`src/hdl/lpbd_pkg.sv`:
```
// Shared constants, types and helpers of the page buffer directory.
// Depends on nothing; lpbd_scan and the top level use it.
package lpbd_pkg;

  localparam int SLOTS      = 16;
  localparam int AGE_BITS   = 16;
  localparam int SLOT_W     = $clog2(SLOTS);
  localparam int CNT_W      = $clog2(SLOTS + 1);
  localparam int TABLE_W    = 8;
  localparam int PAGE_W     = 16;
  localparam int TAG_W      = TABLE_W + PAGE_W;
  localparam int OUT_SLOT_W = 4;
  localparam logic [AGE_BITS-1:0] AGE_MAX = {AGE_BITS{1'b1}};

  typedef enum logic [1:0] {
    OP_READ  = 2'd0,
    OP_WRITE = 2'd1,
    OP_PIN   = 2'd2,
    OP_UNPIN = 2'd3
  } op_t;

  typedef enum logic [1:0] {
    ST_IDLE,
    ST_SCAN,
    ST_DONE
  } state_t;

  // Touch that still has to be applied to the age memory on the next scan.
  typedef struct packed {
    logic              vld;
    logic [SLOT_W-1:0] idx;
  } pend_t;

  // Summary of one full scan over the slots.
  typedef struct packed {
    logic              hit;
    logic [SLOT_W-1:0] hit_idx;
    logic              inv_found;
    logic [SLOT_W-1:0] inv_idx;
    logic              old_found;
    logic [SLOT_W-1:0] old_idx;
    logic [TAG_W-1:0]  old_tag;
  } scan_res_t;

  function automatic logic [OUT_SLOT_W-1:0] slot_out(input logic [SLOT_W-1:0] idx);
    logic [31:0] wide;
    wide = 32'(idx);
    return wide[OUT_SLOT_W-1:0];
  endfunction

endpackage

```
`src/hdl/lpbd_ram.sv`:
```
// Generic single-clock RAM: one write port, one read port, registered read.
// Depends on nothing.
module lpbd_ram #(
  parameter int DEPTH = 16,
  parameter int WIDTH = 8,
  parameter int AW    = $clog2(DEPTH)
) (
  input  logic             clk,
  input  logic             we,
  input  logic [AW-1:0]    waddr,
  input  logic [WIDTH-1:0] wdata,
  input  logic             re,
  input  logic [AW-1:0]    raddr,
  output logic [WIDTH-1:0] rdata
);

  logic [WIDTH-1:0] mem [DEPTH];

  always_ff @(posedge clk) begin
    if (we) begin
      mem[waddr] <= wdata;
    end
  end

  always_ff @(posedge clk) begin
    if (re) begin
      rdata <= mem[raddr];
    end
  end

endmodule

```
`src/hdl/lpbd_scan.sv`:
```
// Per-slot scan datapath: applies the pending touch to each age read back,
// and accumulates the tag hit and the victim candidates. Uses lpbd_pkg.
module lpbd_scan (
  input  logic                           clk,
  input  logic                           rst_n,
  input  logic                           clr,
  input  logic                           proc,
  input  logic [lpbd_pkg::SLOT_W-1:0]    proc_idx,
  input  logic [lpbd_pkg::TAG_W-1:0]     req_tag,
  input  logic [lpbd_pkg::TAG_W-1:0]     tag_rd,
  input  logic [lpbd_pkg::AGE_BITS-1:0]  age_rd,
  input  logic                           slot_valid,
  input  logic                           slot_pinned,
  input  lpbd_pkg::pend_t                pend,
  output logic [lpbd_pkg::AGE_BITS-1:0]  age_wr,
  output lpbd_pkg::scan_res_t            res
);

  lpbd_pkg::scan_res_t           res_r, res_nxt;
  logic [lpbd_pkg::AGE_BITS-1:0] old_age_r, old_age_nxt;
  logic                          match;

  // Age as it stands once the previous request's touch is applied.
  always_comb begin
    if (!pend.vld) begin
      age_wr = age_rd;
    end else if (pend.idx == proc_idx) begin
      age_wr = '0;
    end else if (age_rd == lpbd_pkg::AGE_MAX) begin
      age_wr = age_rd;
    end else begin
      age_wr = age_rd + 1'b1;
    end
  end

  assign match = slot_valid && (tag_rd == req_tag);

  always_comb begin
    res_nxt     = res_r;
    old_age_nxt = old_age_r;
    if (clr) begin
      res_nxt.hit       = 1'b0;
      res_nxt.inv_found = 1'b0;
      res_nxt.old_found = 1'b0;
    end else if (proc) begin
      if (match && !res_r.hit) begin
        res_nxt.hit     = 1'b1;
        res_nxt.hit_idx = proc_idx;
      end
      if (!slot_pinned && !slot_valid && !res_r.inv_found) begin
        res_nxt.inv_found = 1'b1;
        res_nxt.inv_idx   = proc_idx;
      end
      // Strictly greater keeps the lowest index among equal ages.
      if (!slot_pinned && slot_valid && (!res_r.old_found || age_wr > old_age_r)) begin
        res_nxt.old_found = 1'b1;
        res_nxt.old_idx   = proc_idx;
        res_nxt.old_tag   = tag_rd;
        old_age_nxt       = age_wr;
      end
    end
  end

  always_ff @(posedge clk) begin
    if (!rst_n) begin
      res_r     <= '0;
      old_age_r <= '0;
    end else begin
      res_r     <= res_nxt;
      old_age_r <= old_age_nxt;
    end
  end

  assign res = res_r;

endmodule

```
`src/hdl/lru_page_buffer_directory_core.sv`:
```
// Top level of the LRU page buffer directory.
// Uses lpbd_pkg, lpbd_ram (tag and age memories) and lpbd_scan.
//
// Usage: each input transaction (in_op, in_table_id, in_page_number) is a
// read, write, pin or unpin of one page. Exactly one result transaction
// follows, giving hit, the slot, fetch/direct-write/writeback actions and
// the victim page to write back. Both channels use valid/ready.
//
// Timing: after acceptance the block walks all SLOTS slots through the tag
// and age memories (one read per cycle, registered read data), then decides
// as soon as the output register is free. The result is registered, and a
// new transaction is accepted only after the previous decision is made;
// the slot walk over the single read port of each memory sets this pace.
// Aging is lazy: the touch of a request is written into the age memory
// during the next request's walk, read-modify-write per slot.
//
// Reset clears valid, dirty and pinned flags and the pending touch; the
// memories need no clearing, as an invalid slot is never matched and its
// age is zeroed before it is ever compared. When the receiver stalls, the
// result waits in the output register while the next transaction is already
// accepted and scanned; its decision then waits until the register is free.
module lru_page_buffer_directory_core (
  input  logic        clk,
  input  logic        rst_n,
  input  logic        in_valid,
  output logic        in_ready,
  input  logic [1:0]  in_op,
  input  logic [7:0]  in_table_id,
  input  logic [15:0] in_page_number,
  output logic        out_valid,
  input  logic        out_ready,
  output logic        out_hit,
  output logic        out_slot_used,
  output logic [3:0]  out_slot,
  output logic        out_fetch_page,
  output logic        out_write_direct,
  output logic        out_writeback,
  output logic [7:0]  out_victim_table,
  output logic [15:0] out_victim_page,
  output logic        out_found
);

  localparam int SLOTS  = lpbd_pkg::SLOTS;
  localparam int SLOT_W = lpbd_pkg::SLOT_W;
  localparam int CNT_W  = lpbd_pkg::CNT_W;
  localparam int TAG_W  = lpbd_pkg::TAG_W;
  localparam int AGE_W  = lpbd_pkg::AGE_BITS;

  lpbd_pkg::state_t  state_r, state_nxt;
  logic [CNT_W-1:0]  cnt_r, cnt_nxt;
  lpbd_pkg::op_t     op_r;
  logic [7:0]        tab_r;
  logic [15:0]       pg_r;
  logic [SLOTS-1:0]  valid_r, valid_nxt;
  logic [SLOTS-1:0]  dirty_r, dirty_nxt;
  logic [SLOTS-1:0]  pinned_r, pinned_nxt;
  lpbd_pkg::pend_t   pend_r, pend_nxt;

  logic        out_valid_r, out_valid_nxt;
  logic        out_hit_r, out_slot_used_r, out_fetch_page_r, out_write_direct_r;
  logic        out_writeback_r, out_found_r;
  logic [3:0]  out_slot_r;
  logic [7:0]  out_victim_table_r;
  logic [15:0] out_victim_page_r;

  logic              accept, fire, rd_en, proc, age_we;
  logic [SLOT_W-1:0] rd_addr, proc_idx;
  logic [TAG_W-1:0]  tag_rd, req_tag;
  logic [AGE_W-1:0]  age_rd, age_wr;
  lpbd_pkg::scan_res_t res;

  // Decision of the current request.
  logic              is_pin, v_found, install, touch, wb;
  logic [SLOT_W-1:0] v_idx, touch_idx;

  assign in_ready = (state_r == lpbd_pkg::ST_IDLE);
  assign accept   = in_valid && in_ready;
  assign req_tag  = {tab_r, pg_r};

  // Memory read issue for slot cnt_r; the data of slot cnt_r-1 is processed.
  assign rd_en    = (state_r == lpbd_pkg::ST_SCAN) && (cnt_r < CNT_W'(SLOTS));
  assign rd_addr  = cnt_r[SLOT_W-1:0];
  assign proc     = (state_r == lpbd_pkg::ST_SCAN) && (cnt_r != '0);
  assign proc_idx = SLOT_W'(cnt_r - 1'b1);
  assign age_we   = proc;

  assign fire = (state_r == lpbd_pkg::ST_DONE) && (!out_valid_r || out_ready);

  lpbd_ram #(.DEPTH(SLOTS), .WIDTH(TAG_W)) u_tag_ram (
    .clk   (clk),
    .we    (fire && install),
    .waddr (v_idx),
    .wdata (req_tag),
    .re    (rd_en),
    .raddr (rd_addr),
    .rdata (tag_rd)
  );

  lpbd_ram #(.DEPTH(SLOTS), .WIDTH(AGE_W)) u_age_ram (
    .clk   (clk),
    .we    (age_we),
    .waddr (proc_idx),
    .wdata (age_wr),
    .re    (rd_en),
    .raddr (rd_addr),
    .rdata (age_rd)
  );

  lpbd_scan u_scan (
    .clk         (clk),
    .rst_n       (rst_n),
    .clr         (accept),
    .proc        (proc),
    .proc_idx    (proc_idx),
    .req_tag     (req_tag),
    .tag_rd      (tag_rd),
    .age_rd      (age_rd),
    .slot_valid  (valid_r[proc_idx]),
    .slot_pinned (pinned_r[proc_idx]),
    .pend        (pend_r),
    .age_wr      (age_wr),
    .res         (res)
  );

  // The victim is the first free unpinned slot, else the oldest unpinned one.
  always_comb begin
    is_pin    = op_r[1];
    v_found   = res.inv_found || res.old_found;
    v_idx     = res.inv_found ? res.inv_idx : res.old_idx;
    install   = !is_pin && !res.hit && v_found;
    touch     = !is_pin && (res.hit || v_found);
    touch_idx = res.hit ? res.hit_idx : v_idx;
    wb        = install && valid_r[v_idx] && dirty_r[v_idx];
  end

  always_comb begin
    state_nxt     = state_r;
    cnt_nxt       = cnt_r;
    valid_nxt     = valid_r;
    dirty_nxt     = dirty_r;
    pinned_nxt    = pinned_r;
    pend_nxt      = pend_r;
    out_valid_nxt = out_valid_r && !out_ready;
    case (state_r)
      lpbd_pkg::ST_IDLE: begin
        if (accept) begin
          cnt_nxt   = '0;
          state_nxt = lpbd_pkg::ST_SCAN;
        end
      end
      lpbd_pkg::ST_SCAN: begin
        cnt_nxt = cnt_r + 1'b1;
        if (cnt_r == CNT_W'(SLOTS)) begin
          state_nxt = lpbd_pkg::ST_DONE;
        end
      end
      lpbd_pkg::ST_DONE: begin
        if (fire) begin
          out_valid_nxt = 1'b1;
          state_nxt     = lpbd_pkg::ST_IDLE;
          // The walk just finished applied the old touch.
          pend_nxt.vld  = touch;
          pend_nxt.idx  = touch_idx;
          if (is_pin) begin
            if (res.hit) begin
              pinned_nxt[res.hit_idx] = (op_r == lpbd_pkg::OP_PIN);
            end
          end else if (res.hit) begin
            if (op_r == lpbd_pkg::OP_WRITE) begin
              dirty_nxt[res.hit_idx] = 1'b1;
            end
          end else if (v_found) begin
            valid_nxt[v_idx]  = 1'b1;
            dirty_nxt[v_idx]  = (op_r == lpbd_pkg::OP_WRITE);
            pinned_nxt[v_idx] = 1'b0;
          end
        end
      end
      default: begin
        state_nxt = lpbd_pkg::ST_IDLE;
      end
    endcase
  end

  always_ff @(posedge clk) begin
    if (!rst_n) begin
      state_r     <= lpbd_pkg::ST_IDLE;
      cnt_r       <= '0;
      valid_r     <= '0;
      dirty_r     <= '0;
      pinned_r    <= '0;
      pend_r      <= '0;
      out_valid_r <= 1'b0;
    end else begin
      state_r     <= state_nxt;
      cnt_r       <= cnt_nxt;
      valid_r     <= valid_nxt;
      dirty_r     <= dirty_nxt;
      pinned_r    <= pinned_nxt;
      pend_r      <= pend_nxt;
      out_valid_r <= out_valid_nxt;
    end
  end

  // Request and result payload registers.
  always_ff @(posedge clk) begin
    if (accept) begin
      op_r  <= lpbd_pkg::op_t'(in_op);
      tab_r <= in_table_id;
      pg_r  <= in_page_number;
    end
    if (fire) begin
      out_hit_r          <= res.hit;
      out_found_r        <= is_pin && res.hit;
      out_slot_used_r    <= res.hit || install;
      out_slot_r         <= res.hit ? lpbd_pkg::slot_out(res.hit_idx) :
                            (install ? lpbd_pkg::slot_out(v_idx) : '0);
      out_fetch_page_r   <= !res.hit && (op_r == lpbd_pkg::OP_READ);
      out_write_direct_r <= !res.hit && !v_found && (op_r == lpbd_pkg::OP_WRITE);
      out_writeback_r    <= wb;
      out_victim_table_r <= wb ? res.old_tag[TAG_W-1:lpbd_pkg::PAGE_W] : '0;
      out_victim_page_r  <= wb ? res.old_tag[lpbd_pkg::PAGE_W-1:0] : '0;
    end
  end

  assign out_valid        = out_valid_r;
  assign out_hit          = out_hit_r;
  assign out_slot_used    = out_slot_used_r;
  assign out_slot         = out_slot_r;
  assign out_fetch_page   = out_fetch_page_r;
  assign out_write_direct = out_write_direct_r;
  assign out_writeback    = out_writeback_r;
  assign out_victim_table = out_victim_table_r;
  assign out_victim_page  = out_victim_page_r;
  assign out_found        = out_found_r;

  a_cnt_range: assert property (@(posedge clk) disable iff (!rst_n)
    (state_r == lpbd_pkg::ST_SCAN) |-> (cnt_r <= CNT_W'(SLOTS)))
    else $error("slot walk counter ran past the last slot");

  a_wb_install: assert property (@(posedge clk) disable iff (!rst_n)
    (out_valid_r && out_writeback_r) |-> (out_slot_used_r && !out_hit_r))
    else $error("writeback reported without an install");

  a_found_hit: assert property (@(posedge clk) disable iff (!rst_n)
    (out_valid_r && out_found_r) |-> (out_hit_r && out_slot_used_r))
    else $error("found reported without a hit slot");

  a_touch_pend: assert property (@(posedge clk) disable iff (!rst_n)
    (fire && touch) |=> (pend_r.vld && state_r == lpbd_pkg::ST_IDLE))
    else $error("touch of a request was not recorded");

  a_act_excl: assert property (@(posedge clk) disable iff (!rst_n)
    out_valid_r |-> !(out_fetch_page_r && out_write_direct_r))
    else $error("fetch and direct write reported together");

endmodule
```
`config.mk`:
```
export PLATFORM = sky130hd
export DESIGN_NAME = lru_page_buffer_directory_core
export DESIGN_NICKNAME = d
export VERILOG_FILES = /design/src/hdl/lpbd_pkg.sv /design/src/hdl/lpbd_ram.sv /design/src/hdl/lpbd_scan.sv /design/src/hdl/lru_page_buffer_directory_core.sv
export SDC_FILE = /design/constraint.sdc
export NUM_CORES = 1
export LEC_CHECK = 0
export BUFFER_PORTS_ARGS = -buffer_cell sky130_fd_sc_hd__buf_2
export CAP_MARGIN = 10
export CORE_AREA = 2 2 281 283
export DETAILED_ROUTE_END_ITERATION = 8
export DIE_AREA = 0 0 283 285
export SYNTH_ARGS = -nofsm -noshare
export SYNTH_HDL_FRONTEND = slang
export SYNTH_HIERARCHICAL = 1
export SYNTH_SLANG_ARGS = --single-unit
```
`constraint.sdc`:
```
create_clock -name clk -period 7.01 [get_ports clk]
set_input_delay 0.3505 -clock clk [delete_from_list [all_inputs] [get_ports clk]]
set_output_delay 0.3505 -clock clk [all_outputs]
set_load 0.02 [all_outputs]
```
**Word level (Yosys, flattened, before mapping)**

Memories as Yosys holds them, arrays and structs flattened. A register that Yosys moved wholly into a read port is not among the register bits.
Index checks and enable logic that the tools add are counted.
W data, S select, Z words.

- Equality and inequality tests: 14
- Reductions and logical operators: 56
- Muxes and demuxes: 40
- $add $sub $neg: 3
- Order comparisons: 7
- Bitwise logic cells: 8

Operators with widths:

| kind | count |
|---|---|
| $mux W16 | 10 |
| $bwmux W16 | 2 |
| $or A16 B16 Y16 | 2 |
| $eq A24 B24 Y1 | 1 |
| $logic_and A1 B1 Y1 | 23 |
| $add A16 B1 Y16 const B | 1 |
| $and A16 B16 Y16 | 1 |
| $bmux W1 S4 | 4 |
| $eq A16 B16 Y1 const B | 1 |
| $gt A16 B16 Y1 | 1 |
| $mux W4 | 4 |
| $not A16 Y16 | 1 |
| $lt A4 B5 Y1 const B | 3 |
| $reduce_and A5 Y1 | 3 |
| $mux W1 | 12 |
| $reduce_and A3 Y1 | 4 |
| $pmux W5 S2 | 1 |
| $reduce_and A2 Y1 | 5 |
| $logic_not A1 Y1 | 9 |
| $demux W1 S4 | 2 |
| $ge A4 B1 Y1 const B | 2 |
| $mux W2 | 3 |
| $ne A2 B1 Y1 const B | 3 |
| $ne A2 B2 Y1 const B | 3 |
| 15 further kinds | 27 |

- Word-level logic and storage cells: 158
- Register bits: 176
- Input bits: 30
- Output and inout bits: 36
- Bits in writable memories: 640
- Memories kept: 2

Memory list:

| memory | words | bits a word | read ports | clocked after Yosys merged registers in | wr ports | line | source |
|---|---|---|---|---|---|---|---|
| u_tag_ram.mem | 16 | 24 | 1 | 1 | 1 | lpbd_ram.sv:17 | `logic [WIDTH-1:0] mem [DEPTH];` |
| u_age_ram.mem | 16 | 16 | 1 | 1 | 1 | lpbd_ram.sv:17 |  |

**Depth between registers and ports, before layout**

- Depth in word-level cells: 10
- Depth in mapped cells: 19
- Depth with buffers taken out: 15

**Hierarchy**

The synthesis kept the hierarchy.

By module, submodules not included:

| module | area an instance (um^2) | times used | cells an instance | sequential area each (um^2) |
|---|---|---|---|---|
| lpbd_ram at u_tag_ram | 15,170.8 | 1 | 636 | 12,251.8 |
| lpbd_ram at u_age_ram | 10,202.3 | 1 | 432 | 8,167.8 |
| lru_page_buffer_directory_core | 5,855.6 | 1 | 558 | 3,022.9 |
| lpbd_scan | 3,547.2 | 1 | 428 | 1,101.1 |

**Worst setup path before layout**

No wires, ideal clock.

- Path kind: register to register
- Start: reg cnt_r[0]
- End: reg u_scan/old_age_r[12] (netlist name)
- Slack: 1,752 ps
- Path buffers: 4
- Setup time: 121 ps
- Data required time: 6,889 ps
- Period minus slack after synthesis: 5,258 ps
- Data arrival time: 5,137 ps
- Stages on the path, launching flop included: 18
- Cell sequence: dfxtp_1 > clkbuf_1 > inv_1 > ha_1 > clkbuf_1 > inv_1 > xor2_1 > nor3_1 > nand2_1 > clkbuf_1 > o211a_1 > ha_1 > nand4_1 > or4_1 > a21o_1 > a31oi_1 > buf_6 > mux2_4

- Word-level cells in the longest chain between the ends: 8
- Elaborated cells on any way between the ends: 16
- Classes of those cells: 1 x add/sub; 1 x order compare; 1 x eq/ne; 6 x mux; 7 x reduce/logical

RTL lines:

| element | line | source |
|---|---|---|
| from (decl) | lru_page_buffer_directory_core.sv:50 | `logic [CNT_W-1:0] cnt_r, cnt_nxt;` |
| from (signal assigned) | lru_page_buffer_directory_core.sv:196 | `cnt_r <= cnt_nxt;` |
| $sub A4 B1 Y4 | lru_page_buffer_directory_core.sv:84 | `assign proc_idx = SLOT_W'(cnt_r - 1'b1);` |
| named net proc_idx[0] | lru_page_buffer_directory_core.sv:67 | `logic [SLOT_W-1:0] rd_addr, proc_idx;` |
| $eq A4 B4 Y1 | lpbd_scan.sv:27 | `end else if (pend.idx == proc_idx) begin` |
| $mux W16 | lpbd_scan.sv:27 |  |
| $mux W16 | lpbd_scan.sv:25 | `if (!pend.vld) begin` |
| named net age_wr[15] | lru_page_buffer_directory_core.sv:69 | `logic [AGE_W-1:0] age_rd, age_wr;` |
| $gt A16 B16 Y1 | lpbd_scan.sv:55 | `if (!slot_pinned && slot_valid && (!res_r.old_found \|\| age_wr > old_age_r)) begin` |
| $logic_or A1 B1 Y1 | lpbd_scan.sv:55 |  |
| $logic_and A1 B1 Y1 | lpbd_scan.sv:55 |  |
| $reduce_and A3 Y1 (no source line) | - |  |
| to (signal assigned) | lpbd_scan.sv:70 | `old_age_r <= old_age_nxt;` |
| to (decl) | lpbd_scan.sv:20 | `logic [lpbd_pkg::AGE_BITS-1:0] old_age_r, old_age_nxt;` |

The timed path passes the listed nets, and every way through them passes these cells. The select of a mux whose other input is x is not followed.
A chain may end at the register's enable or synchronous reset.

**Worst setup path in the final report**

- Start: reg cnt_r[0]
- End: reg u_scan.res_r, in the netlist u_scan/res[24]

- Word-level cells in the longest chain between the ends: 8
- Elaborated cells on any way between the ends: 16
- Classes of those cells: 1 x add/sub; 1 x order compare; 1 x eq/ne; 6 x mux; 7 x reduce/logical

RTL lines:

| element | line | source |
|---|---|---|
| $sub A4 B1 Y4 | lru_page_buffer_directory_core.sv:84 |  |
| named net proc_idx[3] | lru_page_buffer_directory_core.sv:67 |  |
| $eq A4 B4 Y1 | lpbd_scan.sv:27 |  |
| $mux W16 | lpbd_scan.sv:27 |  |
| $mux W16 | lpbd_scan.sv:25 |  |
| named net age_wr[13] | lru_page_buffer_directory_core.sv:69 |  |
| $gt A16 B16 Y1 | lpbd_scan.sv:55 |  |
| $logic_or A1 B1 Y1 | lpbd_scan.sv:55 |  |
| $logic_and A1 B1 Y1 | lpbd_scan.sv:55 |  |
| $reduce_and A3 Y1 (no source line) | - |  |
| to (signal assigned) | lpbd_scan.sv:69 | `res_r <= res_nxt;` |
| to (decl) | lpbd_scan.sv:19 | `lpbd_pkg::scan_res_t res_r, res_nxt;` |

The timed path passes the listed nets, and every way through them passes these cells. The select of a mux whose other input is x is not followed.

==> metrics.txt <==
# TYPE chip_impl_metric gauge
chip_impl_metric{name="post_synth_num_cell_types",unit=""} 81
chip_impl_metric{name="drt_iter0_drc",unit=""} 1808
chip_impl_metric{name="synth_edf_count",unit=""} 740
chip_impl_metric{name="cts_buffers",unit=""} 89
chip_impl_metric{name="power.combinational.fraction",unit="%"} 3.3
chip_impl_metric{name="yosys_warnings",unit=""} 6
chip_impl_info{name="timing.critical_path.slowest_stage_cell",value="sky130_fd_sc_hd__nor2_1"} 1
chip_impl_metric{name="final_ws_setup",unit="ps"} 1120
chip_impl_info{name="worstHoldStart",value="in_valid"} 1
chip_impl_metric{name="finish.instance_area",unit="mm^2"} 0.0395
chip_impl_metric{name="core_area",unit="mm^2"} 0.0780
chip_impl_metric{name="clock_sinks",unit=""} 856
chip_impl_info{name="crit-reg2reg-launch",value="cnt_r[0]$_SDFFE_PN0P_"} 1
chip_impl_metric{name="synth_async_sr_flop_share",unit="%"} 0
chip_impl_info{name="mostFrequentLayoutCell",value="sky130_fd_sc_hd__edfxtp_1"} 1
chip_impl_metric{name="vias_per_std_cell",unit=""} 5.79
chip_impl_metric{name="antenna-diode-count",unit=""} 0
chip_impl_metric{name="register_to_register_path_setup_slack",unit="ps"} 1120
chip_impl_metric{name="xor_xnor_cell_area_share_of_the_yosys_netlist",unit="%"} 0.781
chip_impl_metric{name="post_route_cells_drive_above_1_share",unit="%"} 21.2
chip_impl_metric{name="count_of_pins_over_their_slew_limit",unit=""} 0
chip_impl_metric{name="global_route.usage.total",unit="%"} 20.6
chip_impl_metric{name="finalNetCount",unit=""} 2218
chip_impl_metric{name="totalPowerFinal",unit="mW"} 10.7
chip_impl_metric{name="synthAdderAreaFrac",unit="%"} 0.720
chip_impl_metric{name="rows",unit=""} 103
chip_impl_metric{name="crit_required",unit="ps"} 7570
chip_impl_info{name="postSynth.topFlopCell",value="sky130_fd_sc_hd__edfxtp_1"} 1
chip_impl_metric{name="cell_area_after_placement",unit="mm^2"} 0.0363
chip_impl_metric{name="switching_share_of_power",unit="%"} 21.1
chip_impl_metric{name="max_stage_delay",unit="ps"} 760
chip_impl_metric{name="fp.dieW",unit="um"} 283
chip_impl_metric{name="power_switching",unit="mW"} 2.25
chip_impl_metric{name="post-route-drc-count",unit=""} 0
chip_impl_metric{name="synth_area_per_cell",unit="um^2"} 16.9
chip_impl_metric{name="synth_seq_cells",unit=""} 856
chip_impl_metric{name="period_needed",unit="ps"} 5890
chip_impl_metric{name="internal_power",unit="mW"} 8.43
chip_impl_metric{name="maxCapViolations",unit=""} 0
chip_impl_metric{name="drt_pre_antenna_iters",unit=""} 5
chip_impl_metric{name="placement.setup.worst_slack",unit="ps"} 1080
chip_impl_metric{name="critPathArrivalTime",unit="ps"} 6450
chip_impl_metric{name="synthMuxAreaShare",unit="%"} 13.1
chip_impl_info{name="tritoncts_clock_tree",value="built"} 1
chip_impl_metric{name="final_antenna_net_count",unit=""} 0
chip_impl_metric{name="power_frac_seq",unit="%"} 52.6
chip_impl_metric{name="vias",unit=""} 19000
chip_impl_metric{name="die-area",unit="mm^2"} 0.0807
chip_impl_info{name="worst_path_dominant_cell_family",value="simple AND/OR/NAND/NOR gates"} 1
chip_impl_metric{name="gr-total-overflow",unit=""} 0
chip_impl_metric{name="cellPowerDensity",unit="mW/mm^2"} 270
chip_impl_metric{name="worst_reg2reg_path_length_in_cells",unit=""} 17
chip_impl_metric{name="place.port_buffers",unit=""} 65
chip_impl_metric{name="clock.fmax",unit="MHz"} 170
chip_impl_info{name="endpoint_of_the_most_critical_register_to_register_path",value="u_scan/res[24]$_SDFFE_PN0P_"} 1
chip_impl_metric{name="netlist_area",unit="mm^2"} 0.0348
chip_impl_metric{name="wire_length_of_the_first_global_routing_pass",unit="mm"} 124
chip_impl_metric{name="detailed_place_hpwl",unit="mm"} 46.5
chip_impl_metric{name="grt_start_max_net_pins",unit=""} 164
chip_impl_metric{name="min_period_over_period",unit="%"} 84.0
chip_impl_info{name="min_delay_worst_endpoint",value="cnt_r[4]$_SDFFE_PN0P_"} 1
chip_impl_metric{name="worstPathMaxFanout",unit=""} 38
chip_impl_info{name="critical_path.startpoint_type",value="flip-flop"} 1
chip_impl_info{name="rsz0062_at_grt",value="no"} 1
chip_impl_metric{name="holdPathStages",unit=""} 4
chip_impl_metric{name="yosysSeqAreaShare",unit="%"} 70.6
chip_impl_metric{name="critical_path_buf_inv_count",unit=""} 4
chip_impl_info{name="outcome",value="complete, no violations"} 1
chip_impl_info{name="path_cells",value="buf_4 > nor3_1 > xnor2_1 > inv_1 > xor2_1 > nor3_1 > buf_4 > nand2_1 > nand2_1 > nor2_1 > ha_1 > nand4_1 > or4_1 > a21o_1 > a31oi_4 > buf_4 > mux2i_1"} 1
chip_impl_metric{name="floorplan.initialDensity",unit="%"} 44.6
chip_impl_metric{name="via_count_of_the_first_global_routing_pass",unit=""} 19300
chip_impl_info{name="clock_tree.root_cell",value="sky130_fd_sc_hd__clkbuf_16"} 1
chip_impl_metric{name="htree_num_levels",unit=""} 3
chip_impl_metric{name="worst_skew_pair.late_latency",unit="ps"} 650
chip_impl_metric{name="routed_wire_length_per_instance",unit="um"} 25.3
chip_impl_metric{name="hold_viol",unit=""} 0
chip_impl_info{name="worst_path_most_repeated_cell",value="sky130_fd_sc_hd__buf_4"} 1
chip_impl_metric{name="post-route-util",unit="%"} 50.7
chip_impl_metric{name="total_leakage_power",unit="nW"} 12.3
chip_impl_metric{name="die_height",unit="um"} 285
chip_impl_metric{name="cts_buffer_depth",unit=""} 3
chip_impl_info{name="main_combinational_cell_family_by_area_after_synthesis",value="multiplexers"} 1
chip_impl_info{name="hold_path_class",value="input port to flip-flop"} 1
chip_impl_metric{name="clock_power_share",unit="%"} 44.1
chip_impl_metric{name="yosys.area_share.simple",unit="%"} 6.44
chip_impl_info{name="mostFrequentLayoutCells",value="740 x sky130_fd_sc_hd__edfxtp_1, 191 x sky130_fd_sc_hd__nand2_1, 160 x sky130_fd_sc_hd__mux4_2"} 1
chip_impl_info{name="worst-setup-path-type",value="flip-flop to flip-flop"} 1
chip_impl_metric{name="final.setup.tns",unit="ps"} 0
chip_impl_metric{name="cts_setup_buffers",unit=""} 0
chip_impl_metric{name="timing.final.setup_violations",unit=""} 0
chip_impl_metric{name="ir_worst_vdd",unit="V"} 0.000199
chip_impl_metric{name="worst_setup_hold_path_clk_slew",unit="ps"} 60
chip_impl_metric{name="syn_nets",unit=""} 2104
chip_impl_metric{name="timing.clock.skew",unit="ps"} 45.6
chip_impl_metric{name="area_delta_synth_final",unit="%"} 13.7
chip_impl_metric{name="relSlewSlack",unit="%"} 18.0
chip_impl_metric{name="post_synth_inst_count",unit=""} 2054
chip_impl_metric{name="layout.filler_cells",unit=""} 6405
chip_impl_info{name="timing.critical_path.to_type",value="flip-flop"} 1
chip_impl_metric{name="worst_slew_pin_slew",unit="ps"} 1230
chip_impl_metric{name="synth-compound-area-share",unit="%"} 5.77
chip_impl_metric{name="routabilityCongestion",unit=""} 0.872
chip_impl_metric{name="antenna_found_initial",unit=""} 0
chip_impl_metric{name="totalWireLength",unit="mm"} 83.2
chip_impl_metric{name="io-pin-count",unit=""} 66
==> worst max-delay path by stage <==
stage | from | end | slack, ps | cells after the start
finish | cnt_r[0]$_SDFFE_PN0P_ | u_scan/res[24]$_SDFFE_PN0P_ | 1120 | 17
CTS | cnt_r[0]$_SDFFE_PN0P_ | u_scan/res[24]$_SDFFE_PN0P_ | 1070 | 17
global route | cnt_r[0]$_SDFFE_PN0P_ | u_scan/res[5]$_SDFFE_PN0P_ | 570 | 17
detailed placement | cnt_r[0]$_SDFFE_PN0P_ | u_scan/res[24]$_SDFFE_PN0P_ | 1080 | 17
global placement | cnt_r[0]$_SDFFE_PN0P_ | u_scan/res[26]$_SDFFE_PN0P_ | 1320 | 17
floorplan | cnt_r[0]$_SDFFE_PN0P_ | u_scan/old_age_r[12]$_SDFFE_PN0P_ | 1750 | 17
==> flip-flops by register name, summed over array words and instances (netlist names), 2 cells and up <==
| signal | count |
|---|---|
| pinned_r | 16 |
| valid_r | 16 |
| out_victim_table | 8 |
| u_tag_ram/rdata | 24 |
| u_tag_ram/mem | 384 |
| pg_r | 16 |
| out_victim_page | 16 |
| u_age_ram/mem | 256 |
| state_r | 2 |
| dirty_r | 16 |
| out_slot | 4 |
| u_age_ram/rdata | 16 |
| tab_r | 8 |
| pend_r | 5 |
| cnt_r | 5 |
| u_scan/res | 39 |
| u_scan/old_age_r | 16 |
| op_r | 2 |
==> per-layer routing <==
layer / part of all wire [%] / GRT usage, %
met1: 44 / 29.3
met2: 48 / 33.3
met3: 6.4 / 3.50
met4: 1.8 / 5.29
met5: 0 / 0
==> stage by stage <==
stage                     std cells  hold slack [ps]
after global placement         3099              442
final                          3291              129
after global routing           3291              134
after detailed placement       3099              446
after CTS                      3289             87.9
after floorplan                2054              435
==> power by group through the flow <==
stage | clock [mW] | sequential [mW] | combinational (mW)
5_1_grt | 5.01 | 5.62 | 0.388
3_5_place_dp | 0 | 5.73 | 0.348
3_3_place_gp | 0 | 5.72 | 0.343
6_report | 4.71 | 5.62 | 0.354
4_1_cts | 4.80 | 5.62 | 0.360
2_1_floorplan | 0 | 5.70 | 0.260
==> final cells by class <==
class / count / area [um^2] / area share, %
Timing Repair Buffer: 138 / 990 / 2.50
Sequential cell: 856 / 24600 / 62.1
Clock buffer: 111 / 2370 / 6.00
Clock inverter: 53 / 567 / 1.43
Multi-Input combinational cell: 1017 / 9490 / 24.0
Tap cell: 1050 / 1310 / 3.32
Inverter: 66 / 249 / 0.630
==> worst register-to-register path, stage by stage, from the launching register on <==
cell	delay, ps
sky130_fd_sc_hd__dfxtp_4	340
sky130_fd_sc_hd__buf_4	590
sky130_fd_sc_hd__nor3_1	160
sky130_fd_sc_hd__xnor2_1	330
sky130_fd_sc_hd__inv_1	210
sky130_fd_sc_hd__xor2_1	190
sky130_fd_sc_hd__nor3_1	70
sky130_fd_sc_hd__buf_4	170
sky130_fd_sc_hd__nand2_1	410
sky130_fd_sc_hd__nand2_1	110
sky130_fd_sc_hd__nor2_1	760
sky130_fd_sc_hd__ha_1	250
sky130_fd_sc_hd__nand4_1	150
sky130_fd_sc_hd__or4_1	580
sky130_fd_sc_hd__a21o_1	210
sky130_fd_sc_hd__a31oi_4	540
sky130_fd_sc_hd__buf_4	490
sky130_fd_sc_hd__mux2i_1	250
==> kinds of logic after synthesis <==
family | after synthesis
DFF | 856
and+or+nand+nor | 450
adders and majority gates | 20
buffers and inverters | 181
muxes | 235
xor gates and xnor gates | 31
AOI/OAI and AO/OA | 281
==> cells in the mapped netlist, types with 5 or more instances <==
| library cell | count | area (um^2) |
|---|---|---|
| sky130_fd_sc_hd__a21oi_1 | 59 | 295 |
| sky130_fd_sc_hd__o21ai_0 | 18 | 90.1 |
| sky130_fd_sc_hd__nor4bb_1 | 6 | 60.1 |
| sky130_fd_sc_hd__nor2_1 | 93 | 349 |
| sky130_fd_sc_hd__and2_1 | 10 | 62.6 |
| sky130_fd_sc_hd__buf_2 | 22 | 110 |
| sky130_fd_sc_hd__edfxtp_1 | 740 | 22200 |
| sky130_fd_sc_hd__nor3_2 | 21 | 210 |
| sky130_fd_sc_hd__and4b_1 | 5 | 50.1 |
| sky130_fd_sc_hd__ha_1 | 20 | 250 |
| sky130_fd_sc_hd__buf_6 | 16 | 180 |
| sky130_fd_sc_hd__nor4_1 | 8 | 50.1 |
| sky130_fd_sc_hd__nor3_1 | 28 | 140 |
| sky130_fd_sc_hd__a22oi_1 | 100 | 751 |
| sky130_fd_sc_hd__o21a_1 | 11 | 82.6 |
| sky130_fd_sc_hd__nand3_1 | 16 | 80.1 |
| sky130_fd_sc_hd__nand2_1 | 191 | 717 |
| sky130_fd_sc_hd__xnor2_1 | 5 | 43.8 |
| sky130_fd_sc_hd__buf_1 | 8 | 30.0 |
| sky130_fd_sc_hd__nand4_1 | 15 | 93.8 |
| sky130_fd_sc_hd__a32o_1 | 16 | 160 |
| sky130_fd_sc_hd__inv_1 | 61 | 229 |
| sky130_fd_sc_hd__mux4_2 | 160 | 3600 |
| sky130_fd_sc_hd__o31ai_1 | 31 | 233 |
| sky130_fd_sc_hd__nand2b_1 | 14 | 87.6 |
| sky130_fd_sc_hd__mux4_1 | 10 | 263 |
| sky130_fd_sc_hd__xor2_1 | 26 | 228 |
| sky130_fd_sc_hd__buf_4 | 6 | 45.0 |
| sky130_fd_sc_hd__nand3b_1 | 7 | 52.6 |
| sky130_fd_sc_hd__dfxtp_1 | 116 | 2320 |
| sky130_fd_sc_hd__o211ai_1 | 5 | 37.5 |
| sky130_fd_sc_hd__mux2i_1 | 58 | 581 |
| sky130_fd_sc_hd__nor2b_1 | 7 | 43.8 |
| sky130_fd_sc_hd__clkbuf_1 | 59 | 221 |
| sky130_fd_sc_hd__a31oi_1 | 6 | 37.5 |
==> what timing repair did <==
action | 4_1_cts | 5_1_grt
endpoints found under the hold margin | 26 | 0
endpoints found under the setup margin | 0 | 0
hold buffers | 26 | 0
gates resized for setup | 0 | 0
No activity file was read; power rests on OpenSTA's default activity.
